<file path="src/opf_pkg.sv">
`timescale 1ns / 1ps

package opf_pkg;

  // Defaults for the top-level parameters.
  localparam int MAX_SIDE_DEF  = 256;
  localparam int RAD_BITS_DEF  = 24;

  // Fixed field widths of the ports.
  localparam int DIR_W         = 16;
  localparam int IDX_W         = 16;
  localparam int FIELD_RAD_W   = 24;
  localparam int CFG_W         = 9;

  localparam int SIDE_RESET    = 256;
  localparam int CMD_DEPTH     = 4;

  // Q.16 one, minimum surviving weight in Q.32, and one degree in Q1.15.
  localparam int ONE_Q16       = 65536;
  localparam int WEIGHT_FLOOR  = 4295;
  localparam int COS_ONE_DEG   = 32763;
  localparam int SIN_ONE_DEG   = 572;

  // Tap weights are Q.32 and the full sum reaches 2^32.
  localparam int WGT_W         = 33;

  localparam logic MODE_LOAD   = 1'b0;
  localparam logic MODE_FETCH  = 1'b1;

  typedef enum logic {
    CMD_LOAD,
    CMD_FETCH
  } cmd_kind_t;

  typedef struct packed {
    logic signed [DIR_W-1:0] x;
    logic signed [DIR_W-1:0] y;
    logic signed [DIR_W-1:0] z;
  } dir_t;

  typedef enum logic [3:0] {
    ST_IDLE,
    ST_DEN,
    ST_DIV_GO,
    ST_DIV_WAIT,
    ST_COORD,
    ST_CLAMP,
    ST_ADDR,
    ST_READ,
    ST_ACC,
    ST_CHECK,
    ST_SQ,
    ST_SQSUM,
    ST_ROOT,
    ST_AIM,
    ST_OUT
  } back_state_t;

  typedef enum logic [2:0] {
    DIV_PX,
    DIV_PZ,
    DIV_NX,
    DIV_NZ,
    DIV_CR,
    DIV_CG,
    DIV_CB
  } div_sel_t;

  typedef struct packed {
    logic valid;
    logic pop;
  } queue_ctl_t;

endpackage

</file>
<file path="src/opf_front.sv">
`timescale 1ns / 1ps

// Takes items, sorts loads from fetches, drops loads that fall outside the
// store, and holds the rest in a short command queue for the back end.
module opf_front #(
  parameter int MAX_SIDE      = opf_pkg::MAX_SIDE_DEF,
  parameter int RADIANCE_BITS = opf_pkg::RAD_BITS_DEF
) (
  input  logic                                  clk,
  input  logic                                  rst_n,
  input  logic                                  in_push,
  output logic                                  in_full,
  input  logic                                  in_mode,
  input  logic signed [opf_pkg::DIR_W-1:0]      in_dir_x,
  input  logic signed [opf_pkg::DIR_W-1:0]      in_dir_y,
  input  logic signed [opf_pkg::DIR_W-1:0]      in_dir_z,
  input  logic [opf_pkg::IDX_W-1:0]             in_texel_index,
  input  logic [opf_pkg::FIELD_RAD_W-1:0]       in_texel_red,
  input  logic [opf_pkg::FIELD_RAD_W-1:0]       in_texel_green,
  input  logic [opf_pkg::FIELD_RAD_W-1:0]       in_texel_blue,
  input  logic                                  in_texel_above,
  output opf_pkg::queue_ctl_t                   q_status,
  input  logic                                  q_pop,
  output opf_pkg::cmd_kind_t                    q_kind,
  output opf_pkg::dir_t                         q_dir,
  output logic [$clog2(MAX_SIDE*MAX_SIDE)-1:0]  q_index,
  output logic [RADIANCE_BITS-1:0]              q_red,
  output logic [RADIANCE_BITS-1:0]              q_green,
  output logic [RADIANCE_BITS-1:0]              q_blue,
  output logic                                  q_above
);

  localparam int DEPTH = MAX_SIDE * MAX_SIDE;
  localparam int AW    = $clog2(DEPTH);
  localparam int EW    = 1 + 3 * opf_pkg::DIR_W + AW + 3 * RADIANCE_BITS + 1;
  localparam int PW    = $clog2(opf_pkg::CMD_DEPTH);
  localparam int NW    = $clog2(opf_pkg::CMD_DEPTH + 1);

  logic [EW-1:0] queue_mem [opf_pkg::CMD_DEPTH];
  logic [PW-1:0] wr_ptr_r;
  logic [PW-1:0] rd_ptr_r;
  logic [NW-1:0] count_r;
  logic          accept;
  logic          keep;
  logic          take;
  opf_pkg::cmd_kind_t kind;
  opf_pkg::dir_t      dir_in;

  assign in_full = count_r == NW'(opf_pkg::CMD_DEPTH);
  assign accept  = in_push && !in_full;
  assign kind    = (in_mode == opf_pkg::MODE_FETCH) ? opf_pkg::CMD_FETCH : opf_pkg::CMD_LOAD;
  // A load aimed past the end of the store is taken and then forgotten.
  assign keep    = (kind == opf_pkg::CMD_FETCH) || (32'(in_texel_index) < 32'(DEPTH));
  assign take    = q_pop && (count_r != '0);
  assign dir_in  = '{x: in_dir_x, y: in_dir_y, z: in_dir_z};

  always_ff @(posedge clk) begin
    if (!rst_n) begin
      wr_ptr_r <= '0;
      rd_ptr_r <= '0;
      count_r  <= '0;
    end else begin
      if (accept && keep) begin
        wr_ptr_r <= (wr_ptr_r == PW'(opf_pkg::CMD_DEPTH - 1)) ? '0 : wr_ptr_r + PW'(1);
      end
      if (take) begin
        rd_ptr_r <= (rd_ptr_r == PW'(opf_pkg::CMD_DEPTH - 1)) ? '0 : rd_ptr_r + PW'(1);
      end
      count_r <= count_r + NW'(accept && keep) - NW'(take);
    end
  end

  always_ff @(posedge clk) begin
    if (accept && keep) begin
      queue_mem[wr_ptr_r] <= {kind, dir_in, AW'(in_texel_index),
                              RADIANCE_BITS'(in_texel_red),
                              RADIANCE_BITS'(in_texel_green),
                              RADIANCE_BITS'(in_texel_blue), in_texel_above};
    end
  end

  assign {q_kind, q_dir, q_index, q_red, q_green, q_blue, q_above} = queue_mem[rd_ptr_r];
  assign q_status.valid = count_r != '0;
  assign q_status.pop   = take;

endmodule

</file>
<file path="config.mk">
export PLATFORM = sky130hd
export DESIGN_NAME = opf_front
export DESIGN_NICKNAME = d
export VERILOG_FILES = /design/src/opf_pkg.sv /design/src/opf_front.sv
export SDC_FILE = /design/constraint.sdc
export NUM_CORES = 1
export LEC_CHECK = 0
export ABC_AREA = 1
export BUFFER_PORTS_ARGS = -buffer_cell sky130_fd_sc_hd__buf_2
export CAP_MARGIN = 10
export CORE_ASPECT_RATIO = 1.75
export CORE_MARGIN = 2
export CORE_UTILIZATION = 60
export CTS_CLUSTER_SIZE = 24
export DETAILED_ROUTE_END_ITERATION = 10
export GPL_TIMING_DRIVEN = 0
export PLACE_DENSITY = 0.83
export SYNTH_ARGS = -nofsm -noshare
export SYNTH_HDL_FRONTEND = slang
export SYNTH_SLANG_ARGS = --single-unit
</file>
<file path="constraint.sdc">
create_clock -name clk -period 16.1 [get_ports clk]
set_input_delay 2.415 -clock clk [delete_from_list [all_inputs] [get_ports clk]]
set_output_delay 2.415 -clock clk [all_outputs]
set_load 0.1 [all_outputs]
</file>
## After elaboration in Yosys (flattened, before gate mapping)

Memories as Yosys holds them, arrays and structs flattened. A register that Yosys moved wholly into a read port is not among the register bits.
Cells that the tools add are included.
W data, S select, Z words.

| word-level totals | value |
|---|---|
| register bits after elaboration | 7 |
| bits in writable memories | 552 |
| output and inout bits | 141 |
| memories | 1 |

Memory list:

| memory | depth | width | rd ports | clocked after Yosys merged registers in | write ports | line | RTL |
|---|---|---|---|---|---|---|---|
| queue_mem | 4 | 138 | 1 | 1 | 1 | opf_front.sv:39 | `logic [EW-1:0] queue_mem [opf_pkg::CMD_DEPTH];` |

| cells by class | value |
|---|---|
| add/subtract/negate cells | 4 |
| equality and inequality tests | 3 |
| multiplexer cells | 7 |
| reduce and logical (&&, ||, !) cells | 4 |

Operator list:

| kind | count |
|---|---|
| $mux W2 | 4 |
| $add A2 B1 Y2 const B | 2 |
| $eq A2 B2 Y1 const B | 2 |
| $add A3 B1 Y3 | 1 |
| $eq A3 B3 Y1 const B | 1 |
| $mux W1 | 3 |
| $reduce_bool A3 Y1 | 1 |
| $sub A3 B1 Y3 | 1 |
| $logic_and A1 B1 Y1 | 2 |
| $logic_not A1 Y1 | 1 |

## Logic depth before layout (Yosys ltp)

Gate-level depths: netlist of run 1.

| depth | value |
|---|---|
| depth after elaboration | 5 |
| mapped depth | 11 |
| depth with buffers taken out | 11 |

## Worst setup path after synthesis of run 1

OpenSTA, ideal clock, no wires.

| timing | value |
|---|---|
| path kind | input to register |
| from | input in_push |
| to | memory queue_mem[0][0] (netlist bit) (enable) |
| library setup time | 0.638 ns |
| arrival time | 8.294 ns |
| setup slack | 7.168 ns |
| stages on the path | 2 |
| buffers on the path | 0 |
| cell sequence | nand2_1 nor2_1 |

| between the ends | value |
|---|---|
| cells in the longest elaborated chain, start to end | 3 |

RTL lines:

| item | line | RTL |
|---|---|---|
| start: declaration | opf_front.sv:11 | `input logic in_push,` |
| $logic_and A1 B1 Y1 | opf_front.sv:50 | `assign accept = in_push && !in_full;` |
| $mux W1 | opf_front.sv:74 | `if (accept && keep) begin` |
| $mux W1 (implied by the code) | opf_front.sv:75 | `queue_mem[wr_ptr_r] <= {kind, dir_in, AW'(in_texel_index),` |
| end: declaration | opf_front.sv:39 |  |

Every way passes these cells.

## Worst setup path after layout of run 1

| timing | value |
|---|---|
| from | input q_pop |
| to | output q_status[0] (netlist bit) |

| between the ends | value |
|---|---|
| cells in the longest elaborated chain, start to end | 1 |

RTL lines:

| item | line | RTL |
|---|---|---|
| start: declaration | opf_front.sv:23 | `input logic q_pop,` |
| $logic_and A1 B1 Y1 | opf_front.sv:54 | `assign take = q_pop && (count_r != '0);` |
| end: declaration | opf_front.sv:22 | `output opf_pkg::queue_ctl_t q_status,` |

Every way passes these cells.

==> reports/qor.yml, run 1 <==
floorplanning:
  floorplan.rows: 90
  floorplan.die.width_um: 145
  fp.coreArea_mm2: 0.0343
  ioPinCount: 283
  dieHeight_um: 251
  initial_standard_cell_utilization_of_the_core_pct: 60.7
  die_area_mm2: 0.0363
worst_setup_path:
  reg2reg_from: "count_r[1]"
  timing.reg2reg.worst_path_depth: 6
  cp_cell_sequence: "buf_2 > a21boi_0 > buf_4 > buf_2"
  setup.worst_path.start: "q_pop"
  ff2ff_setup_slack_ps: 13470
  worstPathArrival_ps: 3680
  critical_path.endpoint_type: "primary output"
  critical-path-max-stage-delay_ps: 530
  cp_common_cell: "sky130_fd_sc_hd__buf_2"
  crit_buf_inv: 3
  critPathMaxFanout: 4
  critical_path.reg2reg.endpoint: "queue_mem[1][75]"
  critPathLaunchType: "input port"
  worstSetupEndpoint: "q_status[0]"
  critical-path-slowest-cell: "sky130_fd_sc_hd__a21boi_0"
  critical_path_required_ps: 13690
  crit_cells: 4
  crit_type: "input port to primary output"
  path_delay_family: "buffers and inverters"
sta:
  slew_viol_final: 0
  final_period_minus_worst_setup_slack_ps: 6100
  setup_viol_count_final: 0
  min_period_over_period_pct: 37.9
  finalHoldViolations: 0
  finClkSkew_ps: 28.6
  worst-slew-pin-transition_ps: 797
  grt_setup_unrepaired: "false"
  totalNegativeSetupSlack_ps: 0
  timing.fmax_mhz: 164
  max_slew_margin_pct: 46.8
routing:
  routedWlPerCell_um: 23.0
  ant_nets: 0
  detail_route.iter0.violations: 1318
  vias: 13600
  route.final.wire_length_um: 51800
  count_of_unresolved_drc_violations_after_routing: 0
  drt_first_pass_iters: 5
  post_dr_vias_cell: 6.04
global_route:
  busiest_layer_in_global_routing: "met2"
  grt_util_all_layers_pct: 27.5
  met1_usage_pct: 31.0
  grt_use_met2_pct: 49.6
  antenna_found_initial: 12
  first_pass_grt_wire_length_um: 76100
  gr-usage-met3_pct: 4.66
  grt_start_max_net_pins: 30
  overflow: 0
  grt_pass1_vias: 13800
clock_network:
  htreeDepth: 2
  cts.sink_count: 561
  ctsResizeCount: 0
  cts_tree: "built"
  worst_setup_hold_path_clk_slew_ps: 70
  cts_root_buffer: "sky130_fd_sc_hd__clkbuf_16"
  cts_max_path_buffers: 3
  clkLatencyLatePin_ps: 560
  cts_hold_buffers: 0
  post-cts-setup-buffer-count: 0
  tritoncts.num_buffers: 45
yosys:
  yosys.area.top_type_share_pct: 79.5
  avg_inst_size_synth_um2: 14.9
  top_area_cells_in_the_synthesized_netlist: "sky130_fd_sc_hd__edfxtp_1 79%, sky130_fd_sc_hd__nor2_1 5.3%, sky130_fd_sc_hd__o22ai_1 4.1%"
  synth_area_mm2: 0.0209
  synth-seq-area-share_pct: 80.4
  synth_area_leader_cell: "sky130_fd_sc_hd__edfxtp_1"
  synth_warnings: 0
  synth_seq_cells: 561
  netlist_instances: 1398
  post_synth_num_cell_types: 22
  syn-num-nets: 1548
layout:
  final.fill_count: 2042
  regArea_mm2: 0.0168
  mostFrequentLayoutCell: "sky130_fd_sc_hd__edfxtp_1"
  most-common-layout-cells: "552 x sky130_fd_sc_hd__edfxtp_1, 312 x sky130_fd_sc_hd__buf_2, 288 x sky130_fd_sc_hd__nor2_1"
  final_layout_size_suffix_gt1_share_pct: 23.8
  areaGrowthSynthToFinish_pct: 19.4
  multi_input_area_mm2: 0.00357
  design.final.nets: 1897
run_status:
  outcome: "complete, no violations"
job:
  max-cap-violations: 0
hold_path:
  worstHoldPathType: "flip-flop to flip-flop"
placed_design:
  port-buffer-count: 282
  gp_congestion: 0.818
  dpl.hpwl_um: 32800
synth_stat cells (all sizes together):
| master | instances |
|---|---|
| nand2 | 11 |
| o21ai | 276 |
| o22ai | 138 |
| nand3b | 2 |
| edfxtp | 552 |
| dfxtp | 9 |
| inv | 14 |
| fa | 1 |
| xor2 | 1 |
| buf | 48 |
| clkbuf | 43 |
| nand3 | 1 |
| a21boi | 1 |
| a21oi | 1 |
| nor2 | 292 |
| or2 | 1 |
| ha | 7 |
logic make-up after synthesis:
logic type	count (synthesis)	synth area share (%)
and+or+nand+nor	307	5.58
adders and majority gates	8	0.516
xor gates and xnor gates	1	0.0420
DFF	561	80.4
buffers and inverters	105	2.69
AOI/OAI and AO/OA	416	10.8
routing by layer:
metal	wire, µm	part of all wire, %	vias to the layer above
li1	-	-	5981
met4	2410	4.6	2
met1	17600	34	6711
met3	3760	7.2	139
met2	28000	54	759
met5	12	0.023	-
final cells by class:
| cell class | instances | share of cell area [%] |
|---|---|---|
| inverters | 14 | 0.221 |
| flip-flops and latches | 561 | 67.3 |
| well taps | 460 | 2.31 |
| plain buffers | 91 | 2.03 |
| clock inverters | 27 | 1.48 |
| repair buffers | 302 | 7.34 |
| diodes | 10 | 0.101 |
| multi-input cells | 732 | 14.3 |
| clock buffers | 55 | 4.88 |
registers in the layout (all words and copies together) (netlist names), named ones only:
signal / count
queue_mem: 552
rd_ptr_r: 2
count_r: 3
wr_ptr_r: 2
stage by stage:
step / hold slack [ps] / utilization, % / worst slack (ps) / cells / instance area [µm²]
global placement: 496 / 66.5 / 2610 / 2140 / 22800
CTS: 548 / 72.4 / 10050 / 2242 / 24900
finish: 549 / 72.5 / 10000 / 2252 / 24900
global route: 576 / 72.5 / 10040 / 2252 / 24900
floorplan: 479 / - / 7170 / 1398 / 20900
detailed placement: 536 / 67.8 / 10100 / 2160 / 23300
how the worst min path moves through the flow:
stage	from	endpoint	slack, ps	cells after the start
floorplan	rd_ptr_r[1]	flip-flop	480	2
global placement	rd_ptr_r[0]	rd_ptr_r[0]	500	2
global route	wr_ptr_r[1]	wr_ptr_r[1]	580	2
detailed placement	rd_ptr_r[0]	flip-flop	540	2
finish	rd_ptr_r[0]	flip-flop	550	2
CTS	rd_ptr_r[0]	rd_ptr_r[0]	550	2
tightest hold or removal path: cells and delay by family, from the launching register on:
family | cells | cell delay, ps
simple gates | 2 | 170
flops | 1 | 330
Power of run 1 is not shown: default switching activity piles up to over one toggle a cycle in this logic, so the estimate is an artifact.
==> inputs of run 2 (changes only) <==
CORE_UTILIZATION = 52   (was 60)
PLACE_DENSITY = 0.76   (was 0.83)
clock period = 5.5 ns   (was 16.1 ns; I/O delays follow)
==> run 2 against run 1 <==
Utilization decreased by 10 points. Cell count increased by 1.9%. Sequential share of layout area increased by 0.098 points. Count of clock-buffer cells in the layout increased by 2. Critical endpoint is now q_red[10].
==> reports/qor.yml, run 2 (synthesis results as in run 1) <==
run_status:
  outcome: "complete, no violations"
sta:
  min_period_over_period_pct: 70.3
  setup_viol_count_final: 0
  totalNegativeSetupSlack_ps: 0
  finClkSkew_ps: 17.7
  timing.fmax_mhz: 259
  finalHoldViolations: 0
  final_period_minus_worst_setup_slack_ps: 3870
  worst-slew-pin-transition_ps: 570
  slew_viol_final: 0
  max_slew_margin_pct: 62.0
  grt_setup_unrepaired: "false"
clock_network:
  htreeDepth: 2
  tritoncts.num_buffers: 49
  clkLatencyLatePin_ps: 570
  ctsResizeCount: 0
  worst_setup_hold_path_clk_slew_ps: 60
  post-cts-setup-buffer-count: 0
  cts.sink_count: 561
  cts_max_path_buffers: 3
  cts_tree: "built"
  cts_hold_buffers: 0
  cts_root_buffer: "sky130_fd_sc_hd__clkbuf_16"
routing:
  detail_route.iter0.violations: 1174
  vias: 13400
  drt_first_pass_iters: 5
  route.final.wire_length_um: 51900
  count_of_unresolved_drc_violations_after_routing: 0
  routedWlPerCell_um: 22.6
  ant_nets: 0
  post_dr_vias_cell: 5.83
worst_setup_path:
  path_delay_family: "buffers and inverters"
  cp_cell_sequence: "buf_6 > clkbuf_1 > o21ai_0 > o22ai_1 > buf_2"
  critical_path.endpoint_type: "primary output"
  critPathLaunchType: "flip-flop"
  timing.reg2reg.worst_path_depth: 8
  crit_buf_inv: 3
  critical-path-max-stage-delay_ps: 680
  critical_path_required_ps: 4680
  critical-path-slowest-cell: "sky130_fd_sc_hd__dfxtp_1"
  critPathMaxFanout: 10
  crit_type: "flip-flop to primary output"
  worstPathArrival_ps: 3040
  crit_cells: 5
hold_path:
  worstHoldPathCells: 1
  worstHoldPathType: "input port to flip-flop"
floorplanning:
  floorplan.rows: 97
  initial_standard_cell_utilization_of_the_core_pct: 52.4
  fp.coreArea_mm2: 0.0398
  floorplan.die.width_um: 155
  ioPinCount: 283
  dieHeight_um: 269
  die_area_mm2: 0.0418
global_route:
  grt_start_max_net_pins: 30
  grt_pass1_vias: 13600
  overflow: 0
  grt_util_all_layers_pct: 23.9
  antenna_found_initial: 13
  first_pass_grt_wire_length_um: 75800
layout:
  register_with_the_highest_flop_count: "queue_mem"
  final_layout_size_suffix_gt1_share_pct: 23.7
  reg_top3: "queue_mem (552), count_r (3)"
  largest_reg_flops: 552
  most-common-layout-cells: "552 x sky130_fd_sc_hd__edfxtp_1, 312 x sky130_fd_sc_hd__buf_2, 288 x sky130_fd_sc_hd__nor2_1"
  design.final.nets: 1901
  areaGrowthSynthToFinish_pct: 19.2
  mostFrequentLayoutCell: "sky130_fd_sc_hd__edfxtp_1"
placed_design:
  port-buffer-count: 282
  dpl.hpwl_um: 33500
  gp_congestion: 0.776
job:
  max-cap-violations: 0
run 2: cell types whose count changed in the layout (fill, tap and decap cells not counted), moves of 2 or more:
cell	before	now
sky130_fd_sc_hd__clkinv_8	0	2
sky130_fd_sc_hd__buf_12	18	20
sky130_fd_sc_hd__diode_2	10	14
sky130_fd_sc_hd__buf_16	2	0
sky130_fd_sc_hd__bufinv_16	9	3
sky130_fd_sc_hd__clkbuf_16	47	49
sky130_fd_sc_hd__clkinv_1	8	12
run 2: cell type report:
type	instances	area [µm²]
inverter	14	55.1
fill	2925	14900
sequential	561	16800
clock inverter	29	254
tap	495	619
clock buffer	57	1260
multi-input combinational	732	3570
buffer	91	505
antenna	14	35.0
timing repair buffer	302	1810
run 2: worst reg2reg max path, stage by stage, from the launching register on:
cell	delay (ps)
sky130_fd_sc_hd__dfxtp_1	400
sky130_fd_sc_hd__nor2_1	100
sky130_fd_sc_hd__nand2_1	140
sky130_fd_sc_hd__nand2_1	300
sky130_fd_sc_hd__nor2_4	470
sky130_fd_sc_hd__buf_12	280
sky130_fd_sc_hd__buf_12	230
sky130_fd_sc_hd__buf_12	250
sky130_fd_sc_hd__buf_12	260
run 2: worst paths after layout:
path / startpoint / to / slack [ps]
setup / recovery: flip-flop / q_red[10] / 1630
hold / removal: in_texel_green[0] / queue_mem[3][25] / 460
setup reg to reg: count_r[1] / queue_mem[3][91] / 2730
hold reg to reg: rd_ptr_r[0] / flip-flop / 540
run 2: routing by layer:
metal | GRT usage (%) | up-vias | part of all wire (%)
met5 | 0 | - | 0.040
met4 | 13.2 | 4 | 4.3
met3 | 4.15 | 131 | 6.9
met2 | 42.5 | 665 | 53
met1 | 27.4 | 6581 | 36
li1 | - | 6006 | -
run 2: per-stage QoR:
step	setup WS (ps)	instance area [µm²]	hold WS, ps	std cells	utilization [%]
after floorplan	-1840	20900	479	1398	-
after global placement	-6550	22900	494	2175	57.5
after detailed placement	2170	23300	525	2195	58.6
after CTS	1550	24800	436	2281	62.4
after global routing	1430	24900	441	2291	62.4
final	1630	24900	461	2295	62.4
Power of run 2 is left out for the same reason.
==> inputs of run 3 (changes only) <==
clock period = 3.5 ns   (was 5.5 ns; I/O delays follow)
==> run 3 against run 2 <==
Cell count increased by 0.13%. Non-clock buffer count unchanged. Routed wire length increased by 0.85%. Sequential share of layout area decreased by 0.57 points. Critical path depth increased by 1. Critical path type unchanged. Highest routed layer unchanged.
==> reports/qor.yml, run 3 (synthesis results as in run 1) <==
routing:
  vias: 13400
  routedWlPerCell_um: 22.8
  drt_first_pass_iters: 5
  met2_wl_um: 28100
  count_of_unresolved_drc_violations_after_routing: 0
  wirelength_met1_um: 18300
  ant_nets: 0
  detail_route.iter0.violations: 1064
  route.final.wire_length_um: 52300
  post_dr_vias_cell: 5.84
  met3WireLength_um: 3600
  top_layer: "met5"
worst_setup_path:
  critical_path.reg2reg.endpoint: "queue_mem[1][49]"
  critPathLaunchType: "flip-flop"
  timing.reg2reg.worst_path_depth: 7
  critical-path-max-stage-delay_ps: 640
  cp_cell_sequence: "buf_6 > buf_6 > buf_2 > nor2_1 > o22ai_1 > buf_2"
  reg2reg_from: "count_r[1]"
  path_delay_family: "buffers and inverters"
  critical-path-slowest-cell: "sky130_fd_sc_hd__dfxtp_1"
  ff2ff_setup_slack_ps: 780
  crit_type: "flip-flop to primary output"
  critical_path_required_ps: 2970
  worstPathArrival_ps: 2840
  critical_path.endpoint_type: "primary output"
  critPathMaxFanout: 10
  crit_buf_inv: 4
layout:
  reg_top3: "queue_mem (552), count_r (3)"
  areaGrowthSynthToFinish_pct: 20.2
  finish.instance_area_mm2: 0.0251
  mostFrequentLayoutCell: "sky130_fd_sc_hd__edfxtp_1"
  final.fill_count: 2908
  register_with_the_highest_flop_count: "queue_mem"
  design.final.nets: 1900
  final_layout_size_suffix_gt1_share_pct: 24.2
  largest_reg_flops: 552
  most-common-layout-cells: "552 x sky130_fd_sc_hd__edfxtp_1, 312 x sky130_fd_sc_hd__buf_2, 288 x sky130_fd_sc_hd__nor2_1"
  final-instance-count-excl-fill: 2298
placed_design:
  port-buffer-count: 282
  placed_area_mm2: 0.0233
  place.detailed.instances: 2195
  gp_congestion: 0.761
  dpl.hpwl_um: 33800
  pre_cts_ws_ps: 637
sta:
  worst-slew-pin-transition_ps: 962
  finClkSkew_ps: 24.3
  postLayoutSetupSlackWorst_ps: 139
  timing.fmax_mhz: 298
  min_period_over_period_pct: 96.0
  setup_viol_count_final: 0
  max_slew_margin_pct: 35.7
  slew_viol_final: 0
  totalNegativeSetupSlack_ps: 0
  grt_setup_unrepaired: "false"
  final_period_minus_worst_setup_slack_ps: 3360
  finalHoldViolations: 0
clock_network:
  cts.sink_count: 561
  cts_tree: "built"
  cts_max_path_buffers: 3
  htreeDepth: 2
  worst_setup_hold_path_clk_slew_ps: 60
  tritoncts.num_buffers: 48
  cts_root_buffer: "sky130_fd_sc_hd__clkbuf_16"
  clkLatencyLatePin_ps: 570
hold_path:
  holdCritStartpoint: "in_texel_blue[23]"
  worstHoldPathType: "input port to flip-flop"
  worstHoldPathCells: 1
  hold_end: "queue_mem[1][24]"
global_route:
  grt_pass1_vias: 13500
  antenna_found_initial: 18
  grt_start_max_net_pins: 29
  first_pass_grt_wire_length_um: 76100
  overflow: 0
  grt_util_all_layers_pct: 24.2
job:
  max-cap-violations: 0
floorplanning:
  ioPinCount: 283
  initial_standard_cell_utilization_of_the_core_pct: 52.4
  floorplan.die.width_um: 155
  dieHeight_um: 269
  floorplan.rows: 97
  die_area_mm2: 0.0418
  fp.coreArea_mm2: 0.0398
run_status:
  outcome: "complete, no violations"
-- run 3: what timing repair did --
item,4_1_cts,5_1_grt
setup endpoints to repair,0,5
hold buffers,0,0
resized for setup,0,2
setup buffers,0,0
-- run 3: final cells by class --
type	count	area [µm²]	area share [%]
Inverter	14	55.1	0.220
Clock buffer	56	1250	5.00
Timing Repair Buffer	302	1830	7.29
Tap cell	495	619	2.47
Sequential cell	561	16800	66.8
Clock inverter	31	449	1.79
Antenna cell	16	40.0	0.160
Buffer	91	507	2.02
Multi-Input combinational cell	732	3570	14.2
-- run 3: layer usage --
metal	vias to the layer above	global-route usage [%]
met5	-	0
met4	6	12.2
met3	144	4.28
met2	638	44.5
met1	6622	26.9
li1	6010	-
-- run 3: through the flow --
stage / hold WS, ps / util (%)
final: 160 / 63.0
after global placement: 496 / 57.5
after CTS: 138 / 62.9
after detailed placement: 515 / 58.6
after global routing: 146 / 63.0
after floorplan: 479 / -
-- run 3: how the worst max path moves through the flow --
stage / slack, ps / endpoint / cells past startpoint / from
after CTS: 10 / q_index[1] / 5 / flip-flop
after floorplan: -1300 / queue_mem[0][0] / 4 / count_r[1]
final: 140 / q_red[2] / 6 / flip-flop
after detailed placement: 640 / q_index[1] / 5 / flip-flop
after global placement: -4210 / queue_mem[0][95] / 4 / count_r[1]
after global routing: 6 / q_dir[9] / 5 / flip-flop
Power of run 3 is left out for the same reason.
